`src/pse_pkg.sv`:
```
// Shared constants, types and helper functions of the postfix stack evaluator.
package pse_pkg;

  localparam int STACK_DEPTH     = 16;
  localparam int FRAC_BITS       = 16;
  localparam int MAX_POWER_STEPS = 31;

  localparam int AW  = $clog2(STACK_DEPTH);
  localparam int SPW = $clog2(STACK_DEPTH + 1);
  localparam int QW  = 32 + FRAC_BITS;
  localparam int CW  = $clog2(QW + 1);
  localparam int PSW = $clog2(MAX_POWER_STEPS + 1);

  localparam logic [1:0] ST_OK    = 2'd0;
  localparam logic [1:0] ST_UNDER = 2'd1;
  localparam logic [1:0] ST_OVER  = 2'd2;
  localparam logic [1:0] ST_DIV0  = 2'd3;

  localparam logic [7:0] CH_ADD  = 8'h2B;
  localparam logic [7:0] CH_SUB  = 8'h2D;
  localparam logic [7:0] CH_MUL  = 8'h2A;
  localparam logic [7:0] CH_DIV  = 8'h2F;
  localparam logic [7:0] CH_POW  = 8'h5E;
  localparam logic [7:0] CH_ZERO = 8'h30;
  localparam logic [7:0] CH_NINE = 8'h39;

  localparam logic signed [31:0] Q_MAX = 32'sh7FFF_FFFF;
  localparam logic signed [31:0] Q_MIN = 32'sh8000_0000;
  localparam logic signed [63:0] MAX64 = 64'sh0000_0000_7FFF_FFFF;
  localparam logic signed [63:0] MIN64 = 64'shFFFF_FFFF_8000_0000;
  localparam logic [63:0] LOW_MASK = (64'd1 << FRAC_BITS) - 64'd1;
  localparam logic [QW-1:0] QMAX_MAG = QW'(64'h7FFF_FFFF);
  localparam logic [QW-1:0] QMIN_MAG = QW'(64'h8000_0000);

  typedef struct packed {
    logic [7:0] symbol;
    logic       last_symbol;
  } in_item_t;

  typedef struct packed {
    logic signed [31:0] value;
    logic [1:0]         status;
  } out_item_t;

  typedef enum logic [2:0] {
    SYM_DIGIT, SYM_ADD, SYM_SUB, SYM_MUL, SYM_DIV, SYM_POW, SYM_OTHER
  } sym_kind_t;

  typedef enum logic [4:0] {
    OP_NONE, OP_LOAD, OP_PUSH_DIG, OP_UNDER, OP_CAP_B, OP_CAP_A,
    OP_ADD, OP_SUB, OP_MUL_P, OP_MUL_R, OP_DIV_INIT, OP_DIV_STEP,
    OP_DIV_FIN, OP_DIV_ZERO, OP_POW_INIT, OP_POW_P, OP_POW_ACC,
    OP_POW_FIN, OP_LAST, OP_PUSH_R, OP_ANS_CAP, OP_ANS_EMPTY, OP_OUT
  } dp_op_t;

  typedef enum logic [1:0] {RD_NONE, RD_TOP, RD_NEXT} rd_sel_t;

  typedef enum logic [3:0] {
    S_IDLE, S_DECODE, S_RDB, S_RDA, S_EXEC, S_MUL, S_DIV, S_DIVF,
    S_POWCHK, S_PACC, S_PUSH, S_FINISH, S_RDANS, S_OUT
  } state_t;

  typedef struct packed {
    dp_op_t  op;
    rd_sel_t rd;
  } dp_cmd_t;

  typedef struct packed {
    sym_kind_t kind;
    logic      last;
    logic      sp_lt2;
    logic      sp_zero;
    logic      b_zero;
    logic      div_last;
    logic      pow_done;
    logic      out_free;
  } dp_stat_t;

  function automatic sym_kind_t decode_sym(input logic [7:0] ch);
    sym_kind_t k;
    if (ch >= CH_ZERO && ch <= CH_NINE) k = SYM_DIGIT;
    else if (ch == CH_ADD) k = SYM_ADD;
    else if (ch == CH_SUB) k = SYM_SUB;
    else if (ch == CH_MUL) k = SYM_MUL;
    else if (ch == CH_DIV) k = SYM_DIV;
    else if (ch == CH_POW) k = SYM_POW;
    else k = SYM_OTHER;
    return k;
  endfunction

  // Scale a full product back to Q format, truncating toward zero, then saturate.
  function automatic logic signed [31:0] sat_prod(input logic signed [63:0] p);
    logic signed [63:0] s;
    logic               corr;
    logic signed [31:0] r;
    s    = p >>> FRAC_BITS;
    corr = p[63] && (|(p & LOW_MASK));
    s    = s + $signed({63'd0, corr});
    if (s > MAX64) r = Q_MAX;
    else if (s < MIN64) r = Q_MIN;
    else r = s[31:0];
    return r;
  endfunction

endpackage

```
`src/pse_ram.sv`:
```
// Generic single-write, single-read RAM with registered read data.
module pse_ram #(
  parameter int WIDTH = 32,
  parameter int DEPTH = 16
) (
  input  logic                     clk,
  input  logic                     we,
  input  logic [$clog2(DEPTH)-1:0] waddr,
  input  logic [WIDTH-1:0]         wdata,
  input  logic [$clog2(DEPTH)-1:0] raddr,
  output logic [WIDTH-1:0]         rdata
);

  logic [WIDTH-1:0] mem [DEPTH];

  always_ff @(posedge clk) begin
    if (we) begin
      mem[waddr] <= wdata;
    end
    rdata <= mem[raddr];
  end

endmodule

```
`src/pse_ctrl.sv`:
```
// Controller state machine sequencing stack access and arithmetic.
module pse_ctrl import pse_pkg::*; (
  input  logic     clk,
  input  logic     rst_n,
  input  logic     in_valid,
  output logic     in_stall,
  input  dp_stat_t stat,
  output dp_cmd_t  cmd
);

  state_t state_r, state_nxt;

  always_ff @(posedge clk) begin
    if (!rst_n) begin
      state_r <= S_IDLE;
    end else begin
      state_r <= state_nxt;
    end
  end

  always_comb begin
    state_nxt = state_r;
    cmd.op    = OP_NONE;
    cmd.rd    = RD_NONE;
    in_stall  = (state_r != S_IDLE);
    unique case (state_r)
      S_IDLE: begin
        if (in_valid) begin
          cmd.op    = OP_LOAD;
          state_nxt = S_DECODE;
        end
      end
      S_DECODE: begin
        if (stat.kind == SYM_DIGIT) begin
          cmd.op    = OP_PUSH_DIG;
          state_nxt = S_FINISH;
        end else if (stat.sp_lt2) begin
          cmd.op    = OP_UNDER;
          state_nxt = S_FINISH;
        end else begin
          cmd.rd    = RD_TOP;
          state_nxt = S_RDB;
        end
      end
      S_RDB: begin
        cmd.op    = OP_CAP_B;
        cmd.rd    = RD_NEXT;
        state_nxt = S_RDA;
      end
      S_RDA: begin
        cmd.op    = OP_CAP_A;
        state_nxt = S_EXEC;
      end
      S_EXEC: begin
        case (stat.kind)
          SYM_ADD: begin
            cmd.op    = OP_ADD;
            state_nxt = S_PUSH;
          end
          SYM_SUB: begin
            cmd.op    = OP_SUB;
            state_nxt = S_PUSH;
          end
          SYM_MUL: begin
            cmd.op    = OP_MUL_P;
            state_nxt = S_MUL;
          end
          SYM_DIV: begin
            if (stat.b_zero) begin
              cmd.op    = OP_DIV_ZERO;
              state_nxt = S_PUSH;
            end else begin
              cmd.op    = OP_DIV_INIT;
              state_nxt = S_DIV;
            end
          end
          SYM_POW: begin
            cmd.op    = OP_POW_INIT;
            state_nxt = S_POWCHK;
          end
          default: begin
            cmd.op    = OP_LAST;
            state_nxt = S_PUSH;
          end
        endcase
      end
      S_MUL: begin
        cmd.op    = OP_MUL_R;
        state_nxt = S_PUSH;
      end
      S_DIV: begin
        cmd.op = OP_DIV_STEP;
        if (stat.div_last) state_nxt = S_DIVF;
      end
      S_DIVF: begin
        cmd.op    = OP_DIV_FIN;
        state_nxt = S_PUSH;
      end
      S_POWCHK: begin
        if (stat.pow_done) begin
          cmd.op    = OP_POW_FIN;
          state_nxt = S_PUSH;
        end else begin
          cmd.op    = OP_POW_P;
          state_nxt = S_PACC;
        end
      end
      S_PACC: begin
        cmd.op    = OP_POW_ACC;
        state_nxt = S_POWCHK;
      end
      S_PUSH: begin
        cmd.op    = OP_PUSH_R;
        state_nxt = S_FINISH;
      end
      S_FINISH: begin
        if (!stat.last) begin
          state_nxt = S_IDLE;
        end else if (stat.sp_zero) begin
          cmd.op    = OP_ANS_EMPTY;
          state_nxt = S_OUT;
        end else begin
          cmd.rd    = RD_TOP;
          state_nxt = S_RDANS;
        end
      end
      S_RDANS: begin
        cmd.op    = OP_ANS_CAP;
        state_nxt = S_OUT;
      end
      S_OUT: begin
        if (stat.out_free) begin
          cmd.op    = OP_OUT;
          state_nxt = S_IDLE;
        end
      end
      default: state_nxt = S_IDLE;
    endcase
  end

endmodule

```
`src/pse_dp.sv`:
```
// Datapath: operand stack, multiplier, serial divider, power loop and output register.
module pse_dp import pse_pkg::*; (
  input  logic      clk,
  input  logic      rst_n,
  input  in_item_t  in_data,
  input  logic      out_stall,
  output logic      out_valid,
  output out_item_t out_data,
  input  dp_cmd_t   cmd,
  output dp_stat_t  stat
);

  logic [7:0]         sym_r;
  logic               last_r;
  logic [SPW-1:0]     sp_r, sp_nxt;
  logic [1:0]         err_r, err_nxt;
  logic signed [31:0] lastres_r, lastres_nxt;
  logic signed [31:0] a_r, b_r, res_r, acc_r;
  logic signed [63:0] p_r;
  logic [PSW-1:0]     steps_r;
  logic [31:0]        rem_r;
  logic [31:0]        dvs_r;
  logic [QW-1:0]      quo_r;
  logic [CW-1:0]      cnt_r;
  logic               neg_r;
  logic               out_valid_r;
  out_item_t          out_r;

  logic               flag_en;
  logic [1:0]         flag_code;
  logic               we;
  logic [AW-1:0]      waddr, raddr;
  logic [31:0]        wdata, rdata;
  logic [SPW-1:0]     sp_m1, sp_m2;
  logic               full;
  logic [31:0]        dig;
  logic signed [32:0] sum;
  logic signed [31:0] add_sat;
  logic signed [31:0] mul_x, mul_y;
  logic [31:0]        ua, ub;
  logic [32:0]        trial, diff;
  logic [32:0]        exp_sum;
  logic [32:0]        raw_steps;
  logic signed [31:0] div_res;

  pse_ram #(.WIDTH(32), .DEPTH(STACK_DEPTH)) u_stack (
    .clk   (clk),
    .we    (we),
    .waddr (waddr),
    .wdata (wdata),
    .raddr (raddr),
    .rdata (rdata)
  );

  assign sp_m1 = sp_r - SPW'(1);
  assign sp_m2 = sp_r - SPW'(2);
  assign full  = (sp_r >= SPW'(STACK_DEPTH));
  assign waddr = sp_r[AW-1:0];
  assign raddr = (cmd.rd == RD_NEXT) ? sp_m2[AW-1:0] : sp_m1[AW-1:0];
  assign dig   = 32'(sym_r - CH_ZERO) << FRAC_BITS;

  assign sum     = (cmd.op == OP_SUB) ? ({a_r[31], a_r} - {b_r[31], b_r})
                                      : ({a_r[31], a_r} + {b_r[31], b_r});
  assign add_sat = (sum[32] != sum[31]) ? (sum[32] ? Q_MIN : Q_MAX) : sum[31:0];

  assign mul_x = (cmd.op == OP_POW_P) ? acc_r : a_r;
  assign mul_y = (cmd.op == OP_POW_P) ? a_r : b_r;

  assign ua = a_r[31] ? 32'(-a_r) : a_r;
  assign ub = b_r[31] ? 32'(-b_r) : b_r;

  // One restoring step: shift in the next dividend bit, subtract when it fits.
  assign trial = {rem_r, quo_r[QW-1]};
  assign diff  = trial - {1'b0, dvs_r};

  assign exp_sum   = {1'b0, b_r} + 33'((64'd1 << FRAC_BITS) - 64'd1);
  assign raw_steps = exp_sum >> FRAC_BITS;

  always_comb begin
    if (!neg_r) begin
      div_res = (quo_r > QMAX_MAG) ? Q_MAX : quo_r[31:0];
    end else begin
      div_res = (quo_r > QMIN_MAG) ? Q_MIN : 32'(-quo_r[31:0]);
    end
  end

  always_comb begin
    we          = 1'b0;
    wdata       = res_r;
    flag_en     = 1'b0;
    flag_code   = ST_OK;
    sp_nxt      = sp_r;
    lastres_nxt = lastres_r;
    case (cmd.op)
      OP_PUSH_DIG: begin
        wdata = dig;
        if (full) begin
          flag_en   = 1'b1;
          flag_code = ST_OVER;
        end else begin
          we     = 1'b1;
          sp_nxt = sp_r + SPW'(1);
        end
      end
      OP_PUSH_R: begin
        lastres_nxt = res_r;
        if (full) begin
          flag_en   = 1'b1;
          flag_code = ST_OVER;
        end else begin
          we     = 1'b1;
          sp_nxt = sp_r + SPW'(1);
        end
      end
      OP_UNDER, OP_ANS_EMPTY: begin
        flag_en   = 1'b1;
        flag_code = ST_UNDER;
      end
      OP_DIV_ZERO: begin
        flag_en   = 1'b1;
        flag_code = ST_DIV0;
      end
      OP_CAP_A: sp_nxt = sp_m2;
      OP_OUT: begin
        sp_nxt      = '0;
        lastres_nxt = '0;
      end
      default: ;
    endcase
    err_nxt = (flag_en && err_r == ST_OK) ? flag_code : err_r;
    if (cmd.op == OP_OUT) err_nxt = ST_OK;
  end

  always_ff @(posedge clk) begin
    if (!rst_n) begin
      sp_r        <= '0;
      err_r       <= ST_OK;
      lastres_r   <= '0;
      out_valid_r <= 1'b0;
    end else begin
      sp_r      <= sp_nxt;
      err_r     <= err_nxt;
      lastres_r <= lastres_nxt;
      if (cmd.op == OP_OUT) out_valid_r <= 1'b1;
      else if (!out_stall) out_valid_r <= 1'b0;
    end
  end

  always_ff @(posedge clk) begin
    case (cmd.op)
      OP_LOAD: begin
        sym_r  <= in_data.symbol;
        last_r <= in_data.last_symbol;
      end
      OP_CAP_B: b_r <= rdata;
      OP_CAP_A: a_r <= rdata;
      OP_ADD, OP_SUB: res_r <= add_sat;
      OP_MUL_P, OP_POW_P: p_r <= mul_x * mul_y;
      OP_MUL_R: res_r <= sat_prod(p_r);
      OP_DIV_ZERO: res_r <= (a_r == 32'sd0) ? 32'sd0 : (a_r[31] ? Q_MIN : Q_MAX);
      OP_DIV_INIT: begin
        rem_r <= '0;
        dvs_r <= ub;
        quo_r <= QW'(ua) << FRAC_BITS;
        cnt_r <= CW'(QW);
        neg_r <= a_r[31] ^ b_r[31];
      end
      OP_DIV_STEP: begin
        // remainder stays below the divisor, so its top bit is never needed
        if (!diff[32]) begin
          rem_r <= diff[31:0];
          quo_r <= {quo_r[QW-2:0], 1'b1};
        end else begin
          rem_r <= trial[31:0];
          quo_r <= {quo_r[QW-2:0], 1'b0};
        end
        cnt_r <= cnt_r - CW'(1);
      end
      OP_DIV_FIN: res_r <= div_res;
      OP_POW_INIT: begin
        acc_r <= 32'(64'd1 << FRAC_BITS);
        if (b_r[31] || b_r == 32'sd0) steps_r <= '0;
        else if (raw_steps > 33'(MAX_POWER_STEPS)) steps_r <= PSW'(MAX_POWER_STEPS);
        else steps_r <= raw_steps[PSW-1:0];
      end
      OP_POW_ACC: begin
        acc_r   <= sat_prod(p_r);
        steps_r <= steps_r - PSW'(1);
      end
      OP_POW_FIN: res_r <= acc_r;
      OP_LAST: res_r <= lastres_r;
      OP_ANS_CAP: res_r <= rdata;
      OP_ANS_EMPTY: res_r <= '0;
      OP_OUT: begin
        out_r.value  <= res_r;
        out_r.status <= err_r;
      end
      default: ;
    endcase
  end

  assign stat.kind     = decode_sym(sym_r);
  assign stat.last     = last_r;
  assign stat.sp_lt2   = (sp_r < SPW'(2));
  assign stat.sp_zero  = (sp_r == '0);
  assign stat.b_zero   = (b_r == 32'sd0);
  assign stat.div_last = (cnt_r == CW'(1));
  assign stat.pow_done = (steps_r == '0);
  assign stat.out_free = !out_valid_r || !out_stall;

  assign out_valid = out_valid_r;
  assign out_data  = out_r;

endmodule

```
`src/postfix_stack_evaluator_top.sv`:
```
// Postfix expression evaluator on a 16-entry operand stack, signed Q16.16.
//
// Input channel (in_valid/in_stall/in_data): one ASCII character per transfer,
// last_symbol marks the end of an expression. Output channel (out_valid/
// out_stall/out_data): one result per expression with value and status.
// Items are processed one at a time; in_stall is high while a character is
// being worked on.
// Per character: a digit is pushed at once, an operator on fewer than two
// entries flags underflow, and +,- and other operators read both operands and
// execute; multiply registers the product, then scales it; divide makes one
// quotient bit per cycle over 48 bits in the restoring divider; power repeats
// multiplications (up to 31, one multiplier reused). A last character adds a
// fetch of the answer (none on an empty stack) and a load of the output register.
// The output register frees the stack for the next expression; a new result
// waits in the controller until the previous one is transferred, so a stalled
// receiver holds the whole block only once a second answer is ready.
// Reset (rst_n low, synchronous) empties the stack, clears the last result and
// error code, and drops out_valid. Stack contents are not cleared; only entries
// below the stack pointer are ever read.
module postfix_stack_evaluator_top import pse_pkg::*; (
  input  logic      clk,
  input  logic      rst_n,
  input  logic      in_valid,
  output logic      in_stall,
  input  in_item_t  in_data,
  output logic      out_valid,
  input  logic      out_stall,
  output out_item_t out_data
);

  dp_cmd_t  cmd;
  dp_stat_t stat;

  pse_ctrl u_ctrl (
    .clk      (clk),
    .rst_n    (rst_n),
    .in_valid (in_valid),
    .in_stall (in_stall),
    .stat     (stat),
    .cmd      (cmd)
  );

  pse_dp u_dp (
    .clk       (clk),
    .rst_n     (rst_n),
    .in_data   (in_data),
    .out_stall (out_stall),
    .out_valid (out_valid),
    .out_data  (out_data),
    .cmd       (cmd),
    .stat      (stat)
  );

endmodule

```
`config.mk`:
```
export PLATFORM = sky130hd
export DESIGN_NAME = postfix_stack_evaluator_top
export DESIGN_NICKNAME = d
export VERILOG_FILES = /design/src/pse_pkg.sv /design/src/pse_ram.sv /design/src/pse_ctrl.sv /design/src/pse_dp.sv /design/src/postfix_stack_evaluator_top.sv
export SDC_FILE = /design/constraint.sdc
export NUM_CORES = 2
export LEC_CHECK = 0
export BUFFER_PORTS_ARGS = -buffer_cell sky130_fd_sc_hd__buf_2
export CAP_MARGIN = 20
export CORE_MARGIN = 4
export CORE_UTILIZATION = 30
export CTS_CLUSTER_DIAMETER = 30
export DETAILED_ROUTE_END_ITERATION = 16
export PLACE_DENSITY = 0.5
export SLEW_MARGIN = 20
export SYNTH_ARGS = -nofsm -noshare
export SYNTH_HDL_FRONTEND = slang
export SYNTH_HIERARCHICAL = 1
export SYNTH_SLANG_ARGS = --single-unit
```
`constraint.sdc`:
```
create_clock -name clk -period 20.8 [get_ports clk]
set_clock_uncertainty 0.2 [all_clocks]
set_input_delay 4.16 -clock clk [delete_from_list [all_inputs] [get_ports clk]]
set_output_delay 4.16 -clock clk [all_outputs]
set_load 0.005 [all_outputs]
```
==> PnR_summary.wiki <==
{| class="wikitable"
! Metric !! Value
|-
| Run status || finished, final reports clean
|-
| Area of the core region || 265,600 um2
|-
| Post-Syn Area || 80,190 um2
|-
| Avg Inst Size Synth || 10.89 um2
|-
| CP required || 21.13 ns
|-
| Top Family by Delay on Critical Path || adder cells
|-
| Maximum capacitance violations || 0
|-
| WL final || 281,500 um
|-
| Die H || 525.0 um
|-
| Worst-case hold path end point || u_dp/lastres_r[25]
|-
| Setup slack of the worst register-to-register path || 4.19 ns
|-
| Count of mapped cells out of synthesis || 7,361
|-
| Starting DRT DRC Count || 5,626
|-
| Remaining routing DRC violations || 0
|-
| Clk_lat worst skew || 0.85 ns
|-
| Clock slew seen by the registers of the worst setup and hold paths || 0.05 ns
|-
| Minimum clock period after layout || 16.61 ns
|-
| GRT Max-Usage Layer || met2
|-
| Worst R2R Start || u_dp/b_r[1]
|-
| Post-synthesis sequential element count || 947
|-
| Vias in the first global route || 59.08k
|-
| Peak per-stage delay on the critical path || 0.83 ns
|-
| Leading cell type in the layout, fill and taps excluded || sky130_fd_sc_hd__inv_1
|-
| Number of max-slew violations in the final report || 0
|-
| Hold Path Origin || u_dp/lastres_r[25]
|-
| Final hold violations || 0
|-
| Number of buffers added by the clock tree synthesis step || 196
|-
| EDFF count, synth || 871
|-
| First-pass GRT wire length || 411,000 um
|-
| Kind of end point of the critical path || register
|-
| Initial antenna violation count || 11
|-
| Number of clock sinks || 947
|-
| Postcts setup bufs || 0
|-
| Endpoint of the worst-slack reg-to-reg timing path || u_dp/p_r[60]
|-
| Dominant synthesized flop cell || sky130_fd_sc_hd__edfxtp_1
|-
| GRT overflow || 0
|-
| IO Port Bufs || 48
|-
| Tcrit/Tclk final || 0.7984
|-
| Overall via count from detail_route || 57.07k
|-
| HPWL Detailed || 201,200 um
|-
| Commonest cells after routing, fill and taps aside || sky130_fd_sc_hd__inv_1 (1,122), sky130_fd_sc_hd__fa_1 (1,084), sky130_fd_sc_hd__nand2_1 (947)
|-
| H-tree level count || 4
|-
| Residual antenna-violating net count after detailed routing || 0
|-
| Fraction of the yosys area taken by sequential cells || 0.3451
|-
| FP Rows || 189
|-
| Placer's final routability congestion estimate || 0.9658
|-
| Total nets after synthesis || 8,725
|-
| RSZ-0062 raised after global routing || false
|-
| Most common cell on crit path || sky130_fd_sc_hd__fa_1
|-
| Highest clock rate || 60.22 MHz
|-
| Distinct cells, synth || 97
|-
| Wire length per cell || 25.37 um
|-
| Met3 global-route usage || 0.03762
|-
| CTS Hold Buffers Added || 0
|-
| Least-Margin Pin Slew || 1.151 ns
|-
| Syn. warnings || 6
|-
| Maximum clock insertion buffer count || 3
|-
| Die extent in x || 525.0 um
|-
| Buf+Inv Stages, Crit Path || 7
|-
| Final number of setup-violating endpoints || 0
|-
| Effective utilization at floorplan || 0.3020
|-
| Signal arrival time at the worst endpoint || 16.94 ns
|-
| Pin count of the biggest net entering global routing || 129
|-
| Worst hold margin || 0.2580 ns
|-
| CTS-repair resized insts || 0
|-
| Met1 global-route usage || 0.2653
|-
| Accumulated negative setup slack || 0 ns
|-
| Die ar. || 275,600 um2
|-
| CP max stage cell || sky130_fd_sc_hd__clkinv_1
|-
| Worst slew slack as a fraction of its limit || 0.2244
|-
| Critical path startpoint category || register
|-
| CTS root buffer || sky130_fd_sc_hd__clkbuf_16
|-
| GR Util met2 || 0.3241
|-
| Worst hold stages || 2
|-
| Number of search-and-repair iterations in the first detailed-routing pass || 7
|-
| Layout cell share with drive strength beyond 1 || 0.1112
|-
| Combined global-route utilization of all metal layers || 0.2023
|-
| Share of synthesized registers carrying an async set or reset || 0
|-
| Io pins || 49
|-
| Depth of the most critical reg-to-reg path || 39
|-
| Growth of design area from synthesis to finish || 14.70%
|-
| CTS tree || built
|-
| Net count, final || 8,743
|-
| Maximum net fanout on the critical path || 126
|-
| Class of the most critical setup path || register to register
|-
| Class of the tightest hold or removal check || register to register
|-
| Average via count per standard cell || 5.144
|}
-- registers in the layout (all words and copies together) (netlist names), 8 cells and up --
signal / count
u_dp/a_r: 32
u_dp/acc_r: 32
u_dp/b_r: 32
u_dp/dvs_r: 32
u_dp/lastres_r: 32
u_dp/out_data: 34
u_dp/p_r: 64
u_dp/quo_r: 48
u_dp/rem_r: 32
u_dp/res_r: 32
u_dp/sym_r: 8
u_dp/u_stack/mem: 512
u_dp/u_stack/rdata: 32
-- worst register-to-register path, delay by kind of cell, from the launching register on --
kind                     cells  cell delay, ns
AND/OR/NAND/NOR             13            4.70
flip-flops                   1            0.57
buffers and inverters        7            2.32
AO/OA/AOI/OAI                9            3.60
adder cells (fa/ha/maj)     10            4.98
-- final cells by class --
| cell class | instances | area (um2) |
|---|---|---|
| inverters | 1123 | 4215 |
| flip-flops and latches | 947 | 27680 |
| multi-input cells | 4923 | 47450 |
| repair buffers | 188 | 1341 |
| clock buffers | 230 | 5052 |
| well taps | 3533 | 4420 |
| diodes | 8 | 20.02 |
| clock inverters | 142 | 1800 |
| fillers | 26360 | 173600 |
-- cells in the mapped netlist (all sizes together) (99+ instances only) --
master  number  area, um2
nand2      947       3555
nand3       99      495.5
inv       1122       4212
edfxtp     871      26160
nor2       712       2673
ha         267       3341
clkbuf     289       1086
xnor2      172       1506
o21ai      193      973.4
fa        1084      21700
mux4       128       2883
xor2       103      902.1
a21oi      232       1172
a22oi      107      803.3
-- how the worst max path moves through the flow --
stage | slack, ns | end | startpoint | depth (start not counted)
after floorplan | 6.25 | u_dp/p_r[61] | out_stall | 36
after global placement | 4.08 | u_dp/p_r[60] | out_stall | 34
after detailed placement | 4.02 | u_dp/p_r[60] | out_stall | 32
after CTS | 4.30 | u_dp/p_r[60] | u_dp/b_r[1] | 39
after global routing | 3.59 | u_dp/p_r[62] | u_dp/b_r[0] | 40
final | 4.19 | u_dp/p_r[60] | u_dp/b_r[1] | 39
-- layer usage --
metal	routed length (um)	share of wire	vias to the layer above
met2	131100	0.47	2390
met5	0	0	-
met4	14860	0.053	0
li1	-	-	24370
met3	22130	0.079	505
met1	113400	0.40	29810
-- kinds of logic after synthesis --
kind of cell | Yosys count | synth area share
XOR/XNOR | 275 | 0.03003
buffers and inverters | 1491 | 0.07130
flip-flops | 947 | 0.3451
adder cells (fa/ha/maj) | 1351 | 0.3123
AO/OA/AOI/OAI | 880 | 0.07140
AND/OR/NAND/NOR | 2159 | 0.1168
multiplexers | 258 | 0.05311
-- metrics by stage --
| step | utilization | instances | area [um2] | setup WS [ns] |
|---|---|---|---|---|
| 6_report | 0.3464 | 11090 | 91980 | 4.194 |
| 5_1_grt | 0.3463 | 11090 | 91960 | 3.588 |
| 4_1_cts | 0.3461 | 11090 | 91920 | 4.299 |
| 3_5_place_dp | 0.3203 | 10710 | 85070 | 4.018 |
| 3_3_place_gp | 0.3203 | 10710 | 85050 | 4.078 |
| 2_1_floorplan | - | 7361 | 80190 | 6.250 |
Power is left out: the tool's default activity adds up to more than one toggle a clock period on the data nets, which glitch-free logic cannot reach.
